File: src/sv/tfn_pkg.sv
// Package for the triangle face normal block: widths, the side-band and
// cell structs, and the bit-length function. Depends on nothing else.
package tfn_pkg;

   localparam int COORD_WIDTH          = 24;
   localparam int NORMAL_FRACTION_BITS = 14;
   localparam int NORM_BITS            = 30;
   localparam int RECIP_SHIFT          = 62;

   localparam int EDGE_W    = COORD_WIDTH + 1;
   localparam int PROD_W    = 2 * EDGE_W;
   localparam int CROSS_W   = PROD_W + 1;
   localparam int MAG_W     = PROD_W;
   localparam int LEN_W     = $clog2(MAG_W + 1);
   localparam int SMALL_W   = 16;
   localparam int SQ_SUM_W  = 2 * SMALL_W + 2;
   localparam int LIMIT_W   = 32;
   localparam logic [LIMIT_W-1:0] LIMIT_RESET = LIMIT_W'(281);

   localparam int RAD_W     = 2 * NORM_BITS + 2;
   localparam int ROOT_W    = NORM_BITS + 1;
   localparam int REM_W     = ROOT_W + 2;
   localparam int INV_W     = RECIP_SHIFT - NORM_BITS + 2;
   localparam int MUL_W     = NORM_BITS + INV_W;
   localparam int OUT_SHIFT = RECIP_SHIFT - NORMAL_FRACTION_BITS;
   localparam int OUT_W     = 16;
   localparam int UNIT      = 1 << NORMAL_FRACTION_BITS;

   // Data that rides alongside the square root and reciprocal cells.
   typedef struct packed {
      logic [2:0][NORM_BITS-1:0] c;
      logic [2:0]                neg;
      logic                      degenerate;
   } tfn_side_type;

   typedef struct packed {
      logic [RAD_W-1:0]  rad;
      logic [REM_W-1:0]  rem;
      logic [ROOT_W-1:0] root;
   } tfn_sqrt_type;

   typedef struct packed {
      logic [ROOT_W-1:0] rem;
      logic [ROOT_W-1:0] divisor;
      logic [INV_W-1:0]  quot;
   } tfn_recip_type;

   // Bit length of a magnitude: one more than the index of its top set bit.
   function automatic logic [LEN_W-1:0] tfn_bitlen(input logic [MAG_W-1:0] v);
      logic [LEN_W-1:0] n;
      n = '0;
      for (int i = 0; i < MAG_W; i++) begin
         if (v[i]) begin
            n = LEN_W'(i + 1);
         end
      end
      return n;
   endfunction

endpackage

File: src/sv/tfn_recip_cell.sv
// One cell of the reciprocal chain: restoring division, one quotient bit
// per beat. Depends on tfn_pkg.
module tfn_recip_cell (
   input  logic                   clock,
   input  logic                   reset,
   input  logic                   in_valid,
   input  tfn_pkg::tfn_side_type  in_side,
   input  tfn_pkg::tfn_recip_type in_work,
   output logic                   out_valid,
   output tfn_pkg::tfn_side_type  out_side,
   output tfn_pkg::tfn_recip_type out_work
);

   logic                   valid_ff;
   tfn_pkg::tfn_side_type  side_ff;
   tfn_pkg::tfn_recip_type work_ff, work_in;
   logic [tfn_pkg::ROOT_W:0] rem2;
   logic [tfn_pkg::ROOT_W:0] dvs;
   logic                     take;

   always_comb begin
      rem2 = {in_work.rem, 1'b0};
      dvs  = {1'b0, in_work.divisor};
      take = (rem2 >= dvs);
      work_in.divisor = in_work.divisor;
      work_in.rem     = take ? tfn_pkg::ROOT_W'(rem2 - dvs) : tfn_pkg::ROOT_W'(rem2);
      work_in.quot    = {in_work.quot[tfn_pkg::INV_W-2:0], take};
   end

   always_ff @(posedge clock) begin
      if (reset) begin
         valid_ff <= 1'b0;
      end else begin
         valid_ff <= in_valid;
      end
      side_ff <= in_side;
      work_ff <= work_in;
   end

   assign out_valid = valid_ff;
   assign out_side  = side_ff;
   assign out_work  = work_ff;

endmodule

File: config.mk
export PLATFORM = sky130hd
export DESIGN_NAME = tfn_recip_cell
export DESIGN_NICKNAME = d
export VERILOG_FILES = /design/src/sv/tfn_pkg.sv /design/src/sv/tfn_recip_cell.sv
export SDC_FILE = /design/constraint.sdc
export NUM_CORES = 1
export LEC_CHECK = 0
export BUFFER_PORTS_ARGS = -buffer_cell sky130_fd_sc_hd__buf_2
export CORE_AREA = 2 2 149 151
export CTS_BUF_LIST = sky130_fd_sc_hd__clkbuf_8
export DETAILED_ROUTE_END_ITERATION = 10
export DIE_AREA = 0 0 151 153
export GPL_ROUTABILITY_DRIVEN = 0
export GPL_TIMING_DRIVEN = 0
export PLACE_DENSITY = 0.59
export SYNTH_ARGS = -nofsm -noshare
export SYNTH_HDL_FRONTEND = slang
export SYNTH_SLANG_ARGS = --single-unit
File: constraint.sdc
create_clock -name clock -period 2.7 [get_ports clock]
set_input_delay 0 -clock clock [delete_from_list [all_inputs] [get_ports clock]]
set_output_delay 0 -clock clock [all_outputs]
set_load 0.1 [all_outputs]
==> results.md <==
* Sequential share of the synthesized area at around 62%
* Unrepaired setup endpoints after global routing: false
* Synthesized area at around 6100 um2
* Total leakage power at between 5 and 6 nW
* FILL cells at ~2000
* Remaining antenna violation count at 0
* Hold_sp: in_work[34]
* Input/output buffers at 382
* CP Max Fanout at 10
* Clk pin slew, worst setup/hold paths at between 100 and 150 ps
* Syn avg cell area at 11.5 um2
* Post-CTS Setup Bufs at 0
* Worst VDD drop at ~0.32 mV
* Residual DRC count at 0
* CTS sink count at roughly 190
* Post-synthesis register bit count at about 190
* Yosys cell types at between 60 and 70
* Total congestion overflow at 0
* DR vias at slightly above 6000
* Worst slack at placement at -0.583 ps
* Critical path launch point: in_work[35]
* Final Slew Violations at 0
* Initial Util at between 20% and 30%
* Ports at between 300 and 400
* Area growth, synth to finish at 75.7%
* HP Class: in2reg
* Placed Area at about 8400 um2
* Fmax at ~400 MHz
* Register area at approximately 3800 um2
* Post-synth net total at approximately 760
* Power density over the cells at ~740 nW/um2
* Pwr Total at between 8 and 9 mW
* CP Capture Type: register
* Area of the multi-input gates at about 2100 um2
* Vias per inst at between 4 and 5
* Most used DFF post-synth: dfxtp_1
* Max Root-Sink Buffers at 2
* Crit path time final at roughly 2600 ps
* Setup ws final at about 130 ps
* Average wire per standard cell at approximately 18 um
* Async SR Flop Fraction at 0%
* Synthesized instance count at roughly 530
* Num CTS Buffers at 17
* H-tree depth at 4
* Worst EP arrival at just under 3000 ps
* Die Wd at approximately 150 um
* Crit path kind: in2reg
* Chip height at between 150 and 200 um
* Post-layout util at 50.3%
* Routed wire length at 25.2 mm
* Number of flops mapped to enable cells by yosys at 0
* Final Hold Vio Count at 0
* Maxcap violations at 0
* Synth area leaders: dfxtp_1 62%, ha_1 6.3%, a21oi_1 3.8%
* Core area at between 20000 and 25000 um2
* Total track usage at between 20% and 30%
* Row count at 54
* Setup Viol. Count Final at 0
* Largest net degree at the start of global routing at 23
* Relative slew slack at between 60% and 70%
* Outcome: finished, final reports clean
* Nature of the critical path startpoint: input pin
* Die area at roughly 23000 um2
* Share of layout cells above drive strength 1 at 40.0%
* Design area at about 11000 um2
* Net total in the final layout at 1350
* Yosys top cell by area: dfxtp_1
* Worst slew pin tran at approximately 600 ps
* CTS tree: done
* Clock root buffer: clkbuf_8
* Antenna violations before repair at 1
* Worst Path Required at ~3100 ps
* Starting DRC count in detailed routing at between 200 and 250
* Drt first pass iters at 4
* Final Cycle Share at 95.3%
* Vias in the first global route at about 6200
* First-pass GRT wire length at approximately 36 mm
* Min Hold Slack at ~63 ps
* Yosys top cell area share at 62.2%
* Detailed placement HPWL at 18.7 mm
* Ys Warns at 0
[sequential cells by signal, summed over array words and instances, names as in the netlist]
signal / flops
out_work: 96
out_valid: 1
out_side: 94
[cells in the mapped netlist, types with 4 or more instances]
cell,instances
a211oi_1,4
a21o_1,13
a21oi_1,47
buf_2,4
dfxtp_1,191
ha_1,31
inv_1,40
nand2_1,31
nand3_1,7
nand4_1,6
nor2_1,37
o211ai_1,4
o21ai_0,9
o21ai_1,5
o21ai_2,6
xnor2_1,14
xor2_1,12
[critical path: stages]
cell and delay, ps:
dlygate4sd3_1 530, buf_2 120, inv_1 70, fa_1 440
a21o_1 250, a221oi_4 320, a31o_4 250, a21oi_1 80
o221a_2 280, nor2_4 120, inv_4 90, buf_2 210
nor2_1 110, a21oi_1 50
[placed cells by master (no fill, tap or decap), types with 7 or more instances in the layout]
cell type	instances
dfxtp_1	191
ha_1	31
xnor2_1	14
buf_2	386
nor2_1	37
a21oi_1	47
nand3_1	7
a21o_1	13
clkbuf_8	19
o21ai_0	9
inv_1	40
dlygate4sd3_1	191
nand2_1	31
xor2_1	12
clkinv_8	7
[metrics by stage]
step	std cells	setup TNS (ps)
6_report	1420	0
3_3_place_gp	1195	0
5_1_grt	1418	0
4_1_cts	1418	0
3_5_place_dp	1195	-0.583
2_1_floorplan	533	0
[layer usage]
metal / global-route usage (%) / vias to the layer above / wire length (um)
li1: - / 3000 / -
met1: 25.6 / 2821 / 10600
met2: 36.2 / 227 / 12300
met3: 5.07 / 39 / 1620
met4: 6.68 / 2 / 677
met5: 0 / - / 9
[path summary, 6_finish.rpt]
kind | endpoint | slack [ps] | depth (start not counted)
min | out_work[66]$_DFF_P_ | 60 | 5
max | out_work[78]$_DFF_P_ | 130 | 14
[cell type report]
type | instances | share of cell area, %
flip-flops and latches | 191 | 35.4
repair buffers | 573 | 35.4
multi-input cells | 289 | 19.2
well taps | 280 | 3.24
clock buffers | 17 | 2.17
clock inverters | 15 | 1.85
inverters | 41 | 1.45
plain buffers | 12 | 1.25
diodes | 2 | 0.0463
[logic make-up after synthesis]
kind of cell               after synthesis  synth area share, %
buffers and inverters                   53                 4.74
adders and majority gates               32                 6.63
xor gates and xnor gates                26                 3.70
muxes                                    1                0.163
AOI/OAI and AO/OA                      125                 14.5
DFF                                    191                 62.2
and+or+nand+nor                        105                 8.04
[power breakdown]
group | leakage [nW] | internal [mW] | switching, mW
clock network | 0.209 | 0.729 | 1.25
registers | 1.61 | 3.04 | 0.0525
logic | 3.48 | 0.701 | 2.25
[repair_timing]
action,CTS,global route
setup endpoints to repair,0,26
gates resized for setup,0,4
hold endpoints to repair,190,0
hold buffers,191,0
Power figures use the tool's default switching activity.
