### config.mk
export PLATFORM = sky130hd
export DESIGN_NAME = tfn_sqrt_cell
export DESIGN_NICKNAME = d
export VERILOG_FILES = /design/src/sv/tfn_pkg.sv /design/src/sv/tfn_sqrt_cell.sv
export SDC_FILE = /design/constraint.sdc
export NUM_CORES = 1
export LEC_CHECK = 0
export ABC_AREA = 1
export BUFFER_PORTS_ARGS = -buffer_cell sky130_fd_sc_hd__buf_4
export CORE_AREA = 3 3 172 174
export DETAILED_ROUTE_END_ITERATION = 8
export DIE_AREA = 0 0 175 177
export HOLD_SLACK_MARGIN = 0.03
export MAX_ROUTING_LAYER = met4
export PLACE_DENSITY = 0.55
export SYNTH_ARGS = -nofsm -noshare
export SYNTH_HDL_FRONTEND = slang
export SYNTH_SLANG_ARGS = --single-unit
export TNS_END_PERCENT = 1
### constraint.sdc
create_clock -name clock -period 4.55 [get_ports clock]
set_input_delay 0.2275 -clock clock [delete_from_list [all_inputs] [get_ports clock]]
set_output_delay 0.2275 -clock clock [all_outputs]
set_load 0.02 [all_outputs]
### src/sv/tfn_pkg.sv
// Package for the triangle face normal block: widths, the side-band and
// cell structs, and the bit-length function. Depends on nothing else.
package tfn_pkg;

   localparam int COORD_WIDTH          = 24;
   localparam int NORMAL_FRACTION_BITS = 14;
   localparam int NORM_BITS            = 30;
   localparam int RECIP_SHIFT          = 62;

   localparam int EDGE_W    = COORD_WIDTH + 1;
   localparam int PROD_W    = 2 * EDGE_W;
   localparam int CROSS_W   = PROD_W + 1;
   localparam int MAG_W     = PROD_W;
   localparam int LEN_W     = $clog2(MAG_W + 1);
   localparam int SMALL_W   = 16;
   localparam int SQ_SUM_W  = 2 * SMALL_W + 2;
   localparam int LIMIT_W   = 32;
   localparam logic [LIMIT_W-1:0] LIMIT_RESET = LIMIT_W'(281);

   localparam int RAD_W     = 2 * NORM_BITS + 2;
   localparam int ROOT_W    = NORM_BITS + 1;
   localparam int REM_W     = ROOT_W + 2;
   localparam int INV_W     = RECIP_SHIFT - NORM_BITS + 2;
   localparam int MUL_W     = NORM_BITS + INV_W;
   localparam int OUT_SHIFT = RECIP_SHIFT - NORMAL_FRACTION_BITS;
   localparam int OUT_W     = 16;
   localparam int UNIT      = 1 << NORMAL_FRACTION_BITS;

   // Data that rides alongside the square root and reciprocal cells.
   typedef struct packed {
      logic [2:0][NORM_BITS-1:0] c;
      logic [2:0]                neg;
      logic                      degenerate;
   } tfn_side_type;

   typedef struct packed {
      logic [RAD_W-1:0]  rad;
      logic [REM_W-1:0]  rem;
      logic [ROOT_W-1:0] root;
   } tfn_sqrt_type;

   typedef struct packed {
      logic [ROOT_W-1:0] rem;
      logic [ROOT_W-1:0] divisor;
      logic [INV_W-1:0]  quot;
   } tfn_recip_type;

   // Bit length of a magnitude: one more than the index of its top set bit.
   function automatic logic [LEN_W-1:0] tfn_bitlen(input logic [MAG_W-1:0] v);
      logic [LEN_W-1:0] n;
      n = '0;
      for (int i = 0; i < MAG_W; i++) begin
         if (v[i]) begin
            n = LEN_W'(i + 1);
         end
      end
      return n;
   endfunction

endpackage

### src/sv/tfn_sqrt_cell.sv
// One cell of the integer square root chain: settles one root bit per beat.
// Depends on tfn_pkg.
module tfn_sqrt_cell (
   input  logic                  clock,
   input  logic                  reset,
   input  logic                  in_valid,
   input  tfn_pkg::tfn_side_type in_side,
   input  tfn_pkg::tfn_sqrt_type in_work,
   output logic                  out_valid,
   output tfn_pkg::tfn_side_type out_side,
   output tfn_pkg::tfn_sqrt_type out_work
);

   logic                  valid_ff;
   tfn_pkg::tfn_side_type side_ff;
   tfn_pkg::tfn_sqrt_type work_ff, work_in;
   logic [tfn_pkg::REM_W+1:0] rem_sh;
   logic [tfn_pkg::REM_W+1:0] trial;
   logic                      take;

   always_comb begin
      rem_sh = {in_work.rem, in_work.rad[tfn_pkg::RAD_W-1 -: 2]};
      trial  = (tfn_pkg::REM_W+2)'({in_work.root, 2'b01});
      take   = (rem_sh >= trial);
      work_in.rad  = {in_work.rad[tfn_pkg::RAD_W-3:0], 2'b00};
      work_in.rem  = take ? tfn_pkg::REM_W'(rem_sh - trial) : tfn_pkg::REM_W'(rem_sh);
      work_in.root = {in_work.root[tfn_pkg::ROOT_W-2:0], take};
   end

   always_ff @(posedge clock) begin
      if (reset) begin
         valid_ff <= 1'b0;
      end else begin
         valid_ff <= in_valid;
      end
      side_ff <= in_side;
      work_ff <= work_in;
   end

   assign out_valid = valid_ff;
   assign out_side  = side_ff;
   assign out_work  = work_ff;

endmodule

==> flow_summary.yaml <==
run_status:
  outcome: "completed"
min_path:
  hold_path_class: "input pin to register"
  min_from: "in_work[125]"
  hold_depth: 3
  hold_path_end: "out_work[32]"
routing:
  wire_per_inst_um: 18.4
  drc_errors: 0
  routed_wl_um: 36600
  vias: 8204
  via_per_inst: 4.12
  firstDrtPassIters: 4
  antenna_left: 0
  drtIter0Drc: 373
global_route:
  met3_usage_pct: 5.75
  grt_max_degree: 36
  antenna_found_initial: 8
  grtUsageMet2_pct: 39.3
  grt_pass1_wl_um: 53100
  gr-total-overflow: 0
  met1_usage_pct: 27.4
  grt_pass1_vias: 8524
  busiest_layer: "met2"
  grtUsageTotal_pct: 23.4
finish:
  drive_above_1_share_pct: 32.8
  stdcell_count: 1990
  fill_cells: 2604
  nNetsFinal: 1843
  areaGrowthSynthToFinish_pct: 88.7
synthesis:
  ys_dominant_reg_cell: "dfxtp_1"
  ys_async_sr_fraction_pct: 0
  yosysWarnings: 0
  synth_seq_cells: 219
  syn-instance-count: 910
  ys_seq_area_share_pct: 56.8
  synth_edf_count: 0
  synth_area_um2: 7720
  ys_types: 32
  syn_avg_cell_area_um2: 8.49
cts:
  cts_resized: 0
  htree_levels: 1
  cts_tree: "done"
  clock-sinks: 219
  path_clk_slew_ps: 60
  clock_path_buffers: 3
  cts_inserted_buffers: 25
  cts_root_buf: "clkbuf_16"
worst_setup_path:
  crit_type: "input pin to register"
  cpMostUsedCell: "nand2_1"
  max_stage_delay_ps: 580
  cp.required_ps: 4960
  crit_fanout: 35
  crit_arrival_ps: 2840
  start_kind: "input pin"
  crit_family: "simple AND/OR/NAND/NOR gates"
  cpMaxStageDelayCell: "dlygate4sd3_1"
  endpoint_kind: "register"
  worstPathCellList: "dlygate4sd3_1 -> buf_4 -> inv_1 -> ha_1 -> nand2_1 -> nor2_2 -> nand2_1 -> nor2_1 -> nand2_1 -> nand3_2 -> nor2_4 -> nand2_8 -> nand3_1 -> nand2_1"
  path_buf_inv: 3
timing:
  min_period_ps: 2430
  period_share_pct: 53.3
  rsz0062_at_grt: "false"
  fmax_mhz: 412
  tightest_slew_ps: 514
  relSlewSlack_pct: 65.7
  finalSetupTns_ps: 0
  fin_hold_ws_ps: 74.3
  hold_viol: 0
  setup_viol: 0
  drv_slew: 0
power_and_ir_drop:
  finalPower_mw: 5.61
  p_per_area_nw_per_um2: 385
  ir_worst_vdd_uv: 233
  p_leak_nw: 7.64
die:
  fp.dieH_um: 177
  ios: 444
  die_w_um: 175
  core-area_um2: 27900
  initial_core_util_pct: 27.7
  dieArea_um2: 31000
  rows: 61
placed_design:
  port_buffers: 441
  gp_congestion: 0.983
  dp_cells: 1720
  dp_hpwl_um: 28100
job:
  cap_violations: 0
## worst max-delay path by stage
stage	endpoint	slack, ps	start	cells past startpoint
2_1_floorplan	out_work[57]	2860	in_work[28]	12
3_5_place_dp	out_work[32]	2150	in_work[24]	11
6_report	out_work[48]	2120	in_work[13]	14
3_3_place_gp	out_work[52]	2190	in_work[19]	13
5_1_grt	out_work[32]	1910	in_work[13]	13
4_1_cts	out_work[48]	2110	in_work[13]	14
## placed cells by master (no fill, tap or decap), drive strengths merged, types with 2 or more instances in the layout
cell type / Yosys / layout
a21oi: 21 / 21
and2: 3 / 3
buf: 11 / 442
bufinv: 0 / 5
clkbuf: 0 / 36
clkinv: 0 / 2
conb: 1 / 2
dfxtp: 219 / 219
diode: 0 / 6
dlygate4sd3: 0 / 218
ha: 33 / 33
inv: 165 / 167
nand2: 297 / 297
nand3: 73 / 73
nand3b: 9 / 9
nand4: 5 / 5
nor2: 44 / 44
nor3: 9 / 9
xor2: 13 / 13
## metal layers
metal	vias up	routed length, µm
met2	283	17500
met1	3727	15300
li1	4115	-
met4	0	1530
met3	79	2160
met5	-	0
## registers in the layout (all words and copies together), names as in the netlist
name / flops
out_valid: 1
out_work: 124
out_side: 94
## per-stage QoR
stage               instance area, µm²  setup WS, ps  util, %
floorplan                         7730          2860        -
global placement                 11400          2190     40.9
detailed placement               11400          2150     40.9
CTS                              14600          2110     52.1
global route                     14600          1910     52.2
finish                           14600          2120     52.2
## logic make-up after synthesis
family                     synth area share, %
buffers and inverters                     9.20
adders and majority gates                 5.35
xor gates and xnor gates                  1.59
and+or+nand+nor                           25.4
other                                   0.0485
AOI/OAI and AO/OA                         1.62
DFF                                       56.8
## cells in the mapped netlist, types with 2 or more instances
library cell  instances  area share, %
nand2_1             291             14
nand4_1               5           0.40
buf_4                 2           0.19
dfxtp_1             219             57
inv_2                 9           0.44
ha_1                 33            5.3
buf_2                 6           0.39
nand2_2               4           0.32
nor3_1                9           0.58
inv_1               156            7.6
nand3_2              16            2.1
a21oi_1              21            1.4
xor2_1               13            1.5
nor2_1               36            1.7
nand3b_1              9           0.87
nand3_1              57            3.7
nor2_2                7           0.57
and2_1                3           0.24
## report_power, final
group          switching [mW]  leakage (nW)  internal (mW)  total (mW)
clock network           0.841         0.468           1.45        2.29
logic                   0.647          5.33          0.560        1.21
registers              0.0471          1.85           2.07        2.11
total                    1.54          7.64           4.07        5.61
## layout make-up
cell class / instances / area, µm² / area share, %
repair buffers: 660 / 5500 / 37.7
flip-flops and latches: 219 / 4380 / 30.1
multi-input cells: 516 / 2630 / 18.1
clock buffers: 36 / 757 / 5.19
inverters: 165 / 619 / 4.25
well taps: 378 / 473 / 3.24
clock inverters: 10 / 196 / 1.35
diodes: 6 / 15.0 / 0.103
## timing repair
item | CTS | global route
hold buffers | 218 | 0
buffers inserted | 0 | 0
hold endpoints to repair | 217 | 0
Note: power is estimated with default switching activity, not from simulation.
